[config.mk]
export PLATFORM = sky130hd
export DESIGN_NAME = nal_bit_writer_with_emulation_prevention
export DESIGN_NICKNAME = d
export VERILOG_FILES = /design/src/hdl/nalbw_pkg.sv /design/src/hdl/nal_bit_writer_with_emulation_prevention.sv
export SDC_FILE = /design/constraint.sdc
export NUM_CORES = 1
export LEC_CHECK = 0
export ABC_CLOCK_PERIOD_IN_PS = 16100
export BUFFER_PORTS_ARGS = -buffer_cell sky130_fd_sc_hd__buf_2
export CORE_MARGIN = 8
export CORE_UTILIZATION = 40
export CTS_CLUSTER_SIZE = 30
export DETAILED_ROUTE_END_ITERATION = 7
export HOLD_SLACK_MARGIN = 0.05
export PLACE_DENSITY_LB_ADDON = 0.2
export RECOVER_POWER = 100
export SKIP_CTS_REPAIR_TIMING = 1
export SLEW_MARGIN = 20
export SYNTH_ARGS = -nofsm -noshare
export SYNTH_HDL_FRONTEND = slang
export SYNTH_SLANG_ARGS = --single-unit
export TNS_END_PERCENT = 20
[constraint.sdc]
create_clock -name clock -period 16.1 [get_ports clock]
set_input_delay 3.22 -clock clock [delete_from_list [all_inputs] [get_ports clock]]
set_output_delay 3.22 -clock clock [all_outputs]
set_load 0.005 [all_outputs]
[src/hdl/nalbw_pkg.sv]
// ----------------------------------------------------------------------------
// NAL bit writer package
// Shared request and result types and the constants of the escape rule.
// ----------------------------------------------------------------------------
package nalbw_pkg;

   // Default saturation limit for the append length.
   localparam int MAX_FIELD_BITS_DEFAULT = 32;

   // Field widths of a request.
   localparam int FIELD_VALUE_W = 32;
   localparam int FIELD_LEN_W   = 6;

   // Action codes.
   localparam logic ACTION_APPEND = 1'b0;
   localparam logic ACTION_FINISH = 1'b1;

   // Escape byte and the mask that selects bytes of 0x03 or less.
   localparam logic [7:0] ESC_BYTE = 8'h03;
   localparam logic [7:0] ESC_MASK = 8'hfc;

   // Saturation value of the zero-run counter.
   localparam logic [1:0] ZERO_RUN_MAX = 2'd2;

   typedef struct packed {
      logic                     action;
      logic [FIELD_VALUE_W-1:0] field_value;
      logic [FIELD_LEN_W-1:0]   field_length;
   } req_type;

   typedef struct packed {
      logic [7:0] out_byte;
      logic       last_of_run;
   } rsp_type;

endpackage

[src/hdl/nal_bit_writer_with_emulation_prevention.sv]
// ----------------------------------------------------------------------------
// NAL bit writer with emulation prevention
// Packs MSB-first bit fields into bytes, escapes start-code emulation when
// enabled, and finishes each NAL unit with the stop bit and zero padding.
// ----------------------------------------------------------------------------
// A request is registered, then turned combinationally into the full list of
// bytes it causes (up to four data bytes, each possibly preceded by a 0x03
// escape, so at most eight), which is loaded into a result buffer and sent
// one byte per cycle while rsp_stall is low, since the result port carries
// a single byte per cycle. A request that completes no byte leaves the input
// register without waiting for the buffer. The buffer reloads in the
// same cycle its last byte is taken, so there are no bubbles between
// requests. Each byte passes the input register and then the result buffer.
// The last byte caused by a request is flagged with last_of_run.
module nal_bit_writer_with_emulation_prevention #(
   parameter int MAX_FIELD_BITS = nalbw_pkg::MAX_FIELD_BITS_DEFAULT
) (
   input  logic               clock,
   input  logic               reset,
   // Request channel
   input  logic               req_valid,
   output logic               req_stall,
   input  nalbw_pkg::req_type req_data,
   // Result channel
   output logic               rsp_valid,
   input  logic               rsp_stall,
   output nalbw_pkg::rsp_type rsp_data,
   // Configuration register
   input  logic               csr_wr_en,
   input  logic               csr_wr_data
);

   localparam int MAX_BYTES = (7 + MAX_FIELD_BITS) / 8;
   localparam int MAX_OUT   = 2 * MAX_BYTES;
   localparam int ACC_W     = 8 * (MAX_BYTES + 1);
   localparam int TOT_W     = $clog2(ACC_W + 1);
   localparam int CNT_W     = $clog2(MAX_OUT + 1);
   localparam int IDX_W     = (MAX_OUT > 1) ? $clog2(MAX_OUT) : 1;
   localparam int LEN_W     = nalbw_pkg::FIELD_LEN_W;
   localparam int VAL_W     = nalbw_pkg::FIELD_VALUE_W;

   // Registers.
   logic               ep_on_ff, ep_on_in;
   logic               in_valid_ff, in_valid_in;
   nalbw_pkg::req_type in_req_ff, in_req_in;
   logic [6:0]         pend_bits_ff, pend_bits_in;
   logic [2:0]         pend_cnt_ff, pend_cnt_in;
   logic [1:0]         zero_run_ff, zero_run_in;
   logic [7:0]         buf_ff [MAX_OUT];
   logic [7:0]         buf_in [MAX_OUT];
   logic [CNT_W-1:0]   buf_cnt_ff, buf_cnt_in;

   // Combinational results of the registered request.
   logic [LEN_W-1:0]   len;
   logic [VAL_W-1:0]   val;
   logic [ACC_W-1:0]   acc;
   logic [ACC_W-1:0]   left;
   logic [TOT_W-1:0]   total;
   logic [TOT_W-1:0]   nbytes;
   logic [7:0]         fin_byte;
   logic [7:0]         data [MAX_BYTES];
   logic [7:0]         list [MAX_OUT];
   logic [CNT_W-1:0]   nout;
   logic [1:0]         zr_end;
   logic               is_finish;
   logic               is_empty;
   logic               buf_free;
   logic               advance;
   logic               rsp_take;

   // Handshake.
   assign rsp_take  = rsp_valid && !rsp_stall;
   assign buf_free  = (buf_cnt_ff == '0) || ((buf_cnt_ff == CNT_W'(1)) && !rsp_stall);
   assign advance   = in_valid_ff && ((nout == '0) || buf_free);
   assign req_stall = in_valid_ff && !advance;

   assign rsp_valid             = (buf_cnt_ff != '0);
   assign rsp_data.out_byte     = buf_ff[0];
   assign rsp_data.last_of_run  = (buf_cnt_ff == CNT_W'(1));

   // Bit packing of the registered request.
   always_comb begin
      is_finish = (in_req_ff.action == nalbw_pkg::ACTION_FINISH);
      if (in_req_ff.field_length > LEN_W'(MAX_FIELD_BITS)) begin
         len = LEN_W'(MAX_FIELD_BITS);
      end else begin
         len = in_req_ff.field_length;
      end
      is_empty = !is_finish && (len == '0);
      val      = in_req_ff.field_value & ~({VAL_W{1'b1}} << len);
      acc      = (ACC_W'(pend_bits_ff) << len) | ACC_W'(val);
      total    = TOT_W'(pend_cnt_ff) + TOT_W'(len);
      left     = acc << (TOT_W'(ACC_W) - total);
      fin_byte = 8'({pend_bits_ff, 1'b1} << (3'd7 - pend_cnt_ff));
      for (int k = 0; k < MAX_BYTES; k++) begin
         data[k] = left[ACC_W-1-8*k -: 8];
      end
      if (is_finish) begin
         data[0] = fin_byte;
         nbytes  = TOT_W'(1);
      end else if (is_empty) begin
         nbytes  = '0;
      end else begin
         nbytes  = total >> 3;
      end
   end

   // Escape insertion and the ordered result list.
   always_comb begin
      logic [1:0]       zr;
      logic [CNT_W-1:0] n;
      zr = zero_run_ff;
      n  = '0;
      for (int i = 0; i < MAX_OUT; i++) begin
         list[i] = '0;
      end
      for (int k = 0; k < MAX_BYTES; k++) begin
         if (TOT_W'(k) < nbytes) begin
            if (!ep_on_ff) begin
               zr = '0;
            end else if ((zr == nalbw_pkg::ZERO_RUN_MAX) &&
                         ((data[k] & nalbw_pkg::ESC_MASK) == '0)) begin
               list[n[IDX_W-1:0]] = nalbw_pkg::ESC_BYTE;
               n  = n + CNT_W'(1);
               zr = '0;
            end
            list[n[IDX_W-1:0]] = data[k];
            n = n + CNT_W'(1);
            if (ep_on_ff) begin
               if (data[k] == '0) begin
                  zr = (zr == nalbw_pkg::ZERO_RUN_MAX) ? zr : zr + 2'd1;
               end else begin
                  zr = '0;
               end
            end
         end
      end
      nout   = n;
      zr_end = zr;
   end

   // Next state of the input register, the packing state and the buffer.
   always_comb begin
      ep_on_in     = csr_wr_en ? csr_wr_data : ep_on_ff;
      in_valid_in  = in_valid_ff;
      in_req_in    = in_req_ff;
      pend_bits_in = pend_bits_ff;
      pend_cnt_in  = pend_cnt_ff;
      zero_run_in  = zero_run_ff;
      buf_cnt_in   = buf_cnt_ff;
      for (int i = 0; i < MAX_OUT; i++) begin
         buf_in[i] = buf_ff[i];
      end

      // Input register takes a request whenever it is not stalled.
      if (!req_stall) begin
         in_valid_in = req_valid;
         if (req_valid) begin
            in_req_in = req_data;
         end
      end

      // Taking a result shifts the buffer down by one byte.
      if (rsp_take) begin
         buf_cnt_in = buf_cnt_ff - CNT_W'(1);
         for (int i = 0; i < MAX_OUT - 1; i++) begin
            buf_in[i] = buf_ff[i+1];
         end
      end

      // A request leaves the input register and updates the packing state.
      if (advance) begin
         if (is_finish) begin
            pend_bits_in = '0;
            pend_cnt_in  = '0;
            zero_run_in  = '0;
         end else if (!is_empty) begin
            pend_cnt_in  = total[2:0];
            pend_bits_in = acc[6:0] & ~(7'h7f << total[2:0]);
            zero_run_in  = zr_end;
         end
         if (nout != '0) begin
            buf_cnt_in = nout;
            for (int i = 0; i < MAX_OUT; i++) begin
               buf_in[i] = list[i];
            end
         end
      end
   end

   // Control registers.
   always_ff @(posedge clock) begin
      if (reset) begin
         ep_on_ff     <= 1'b1;
         in_valid_ff  <= 1'b0;
         pend_bits_ff <= '0;
         pend_cnt_ff  <= '0;
         zero_run_ff  <= '0;
         buf_cnt_ff   <= '0;
      end else begin
         ep_on_ff     <= ep_on_in;
         in_valid_ff  <= in_valid_in;
         pend_bits_ff <= pend_bits_in;
         pend_cnt_ff  <= pend_cnt_in;
         zero_run_ff  <= zero_run_in;
         buf_cnt_ff   <= buf_cnt_in;
      end
   end

   // Payload registers.
   always_ff @(posedge clock) begin
      in_req_ff <= in_req_in;
      for (int i = 0; i < MAX_OUT; i++) begin
         buf_ff[i] <= buf_in[i];
      end
   end

endmodule
==> results.md <==
* Status: complete, but fails checks
* Violated checks: capacitance limit, slew limit
* Finish-stage setup viols at 0
* Routed wire length at 54.9 mm
* Via Count at 14185
* Post-Syn Area at 0.0122 mm2
* Die Ht at 191 um
* Number of global-route vias before repair at 13514
* Clock root cell: clkbuf_16
* Num ports at 56
* WS Path Type: reg2out
* Area Growth Syn to Fin at 8.55%
* CP endpoint kind: output pin
* Slew margin rel. at -1.14%
* Adder-Cell Fraction of Synth Area at 1.78%
* Cells after Synth at 1649
* Cts bufs inserted at 17
* I/O Buffers at 55
* PwrDens at 178 mW/mm2
* Synth cell count leaders: 242 x nand2_1, 142 x nor2_1, 88 x o21ai_0, 87 x clkbuf_1, 74 x dfxtp_1
* Share of synthesized flip-flops with an asynchronous set or reset at 0%
* Synth Area in Simple Gates at 25.7%
* Cell leakage power at 4.80 nW
* Slew Limit Fails at 124
* Worst hold path type: reg2reg
* DRT iter0 DRCs at 1923
* Final critical-path required period at 15050 ps
* Multiplexer area fraction after synthesis at 4.82%
* Clk slew on worst S/H paths at 70 ps
* Largest net degree at the start of global routing at 82
* Syn. warnings at 0
* N_diodes at 0
* Clock Skew at 22.4 ps
* DRC viols at 0
* TritonCTS clock tree: done
* Synth Area in Compound Gates at 34.8%
* DRT Pass-1 Iters at 7
* Post-DP HPWL at 41.2 mm
* CTS max path bufs at 2
* CTS H-Tree Depth at 4
* Area of the multi-input gates at 0.00852 mm2
* DR WL/cell at 27.1 um
* Cell seen most often among critical-path stages: ha_1
* Number of synthesized flops with an enable pin at 47
* Required time worst endpoint at 12880 ps
* Initial antenna violation count at 0
* Final Hold Viols at 0
* RD Place Congestion at 1.02
* Chip width at 191 um
* Peak supply drop at 0.0000872 V
* Main combinational cell family by area after synthesis: compound AO/OA/AOI/OAI gates
* FF/Latch Area at 0.00289 mm2
* Antenna Nets Post-Route at 0
* Site row count at 64
* CP arrival at 11830 ps
* Synthesized net count at 1710
* Register area share after synthesis at 23.7%
* Crit Path Max Fanout at 18
* Post-synth top area cell: dfxtp_1
* Sink Count at 121
* Post-route setup TNS at 0 ps
* First-pass GRT wire length at 83.0 mm
* Starting density of the core at 40.2%
* Fmax at 0.0664 GHz
* Die Area at 0.0364 mm2
* Vias per cell at 6.99
* WHS at 476 ps
* Post-Synth XOR/XNOR Area at 2.36%
* Grt ovf at 0
* # fillers at 3199
* RSZ-0062 raised after global routing: no
* Largest cells by area after synthesis: dfxtp_1 12%, edfxtp_1 12%, nand2_1 7.4%
* Share of layout cells above drive strength 1 at 11.3%
* # Max-Cap Violations at 3
* Gr usage total at 29.5%
* Post-synth cell types at 106
* Worst-Margin Slew at 1510 ps
* #FFs+latches synth at 121
* Slowest Stage Delay on Critical Path at 650 ps
* Setup crit start kind: flop
* Clock Latency Late Sink at 450 ps
* Top cell type's share of synthesized area at 12.1%
* Leading cell type by number of instances after synthesis: nand2_1
* Total core area at 0.0303 mm2
* Fin nets at 1680
* Crit-path slowest cell: edfxtp_1
* Avg Inst Size Synth at 7.41 um2
* Most common flop cell mapped by yosys: dfxtp_1
* Period utilisation layout at 93.5%
-- final timing paths --
check / from / end / slack (ps) / cells past startpoint
max: in_req_ff[5] / req_stall / 1050 / 40
min: buf_ff[0][1] / buf_ff[0][1] / 480 / 2
max reg2reg: in_req_ff[5] / in_req_ff[31] / 2230 / 41
min reg2reg: buf_ff[0][1] / buf_ff[0][1] / 480 / 2
-- metal layers --
metal  part of all wire [%]  vias up  wire (um)  GRT usage [%]
li1                       -     6264          -              -
met1                     40     6776      21800           36.2
met2                     45      901      24600           46.8
met4                    7.2        0       3940           19.4
met3                    8.3      244       4570           5.47
met5                      0        -          0              0
-- registers in the layout (all words and copies together) (netlist names) --
name / flops
pend_cnt_ff: 3
ep_on_ff: 1
in_valid_ff: 1
is_finish: 1
buf_ff: 64
buf_cnt_ff: 4
pend_bits_ff: 7
zero_run_ff: 2
in_req_ff: 38
-- cells by family after synthesis --
group,count (synthesis)
simple gates,658
mux,51
xor+xnor,25
compound gates,584
buf+inv,193
flops,121
fa+ha+maj,17
-- final cells by class --
type / instances / area share, %
multi-input cells: 1335 / 64.3
flip-flops and latches: 121 / 21.8
repair buffers: 95 / 4.14
well taps: 396 / 3.74
clock buffers: 18 / 3.24
inverters: 49 / 1.42
clock inverters: 14 / 1.38
-- critical path: cells and delay by family (launching register included) --
| kind | cells | cell delay, ps |
|---|---|---|
| xor gates and xnor gates | 4 | 1040 |
| muxes | 1 | 300 |
| AOI/OAI and AO/OA | 8 | 2370 |
| buffers and inverters | 6 | 1030 |
| DFF | 1 | 650 |
| and+or+nand+nor | 14 | 3400 |
| adders and majority gates | 7 | 2580 |
-- report_power, final --
group,switching (W),total [W],internal (W)
logic,0.00101,0.00147,0.000456
clock network,0.000165,0.000413,0.000248
registers,0.0000545,0.000480,0.000425
total,0.00123,0.00236,0.00113
-- metrics by stage --
step	instance area [um2]	power [W]	setup WS, ps	util, %	std cells
after global routing	13300	0.00249	153	43.7	2028
after floorplan	12200	0.00146	3160	-	1649
after global placement	12700	0.00191	1420	41.7	1995
after detailed placement	12700	0.00190	1130	41.8	1996
after CTS	13300	0.00232	607	43.8	2028
final	13300	0.00236	1050	43.7	2028
-- layout by cell type, fill, tap and decap left out, drive strengths merged, types with 18 or more instances in the layout --
cell type,count
a221oi,41
nor3,55
o21a,20
a21oi,73
dfxtp,74
edfxtp,47
o211ai,22
buf,81
inv,56
mux2i,34
nand3,55
and3,23
a31oi,56
clkbuf,32
nand2,242
o22ai,27
and2,23
o221ai,18
o21ai,105
nor2,144
a211oi,34
(Power assumes the default switching activity.)
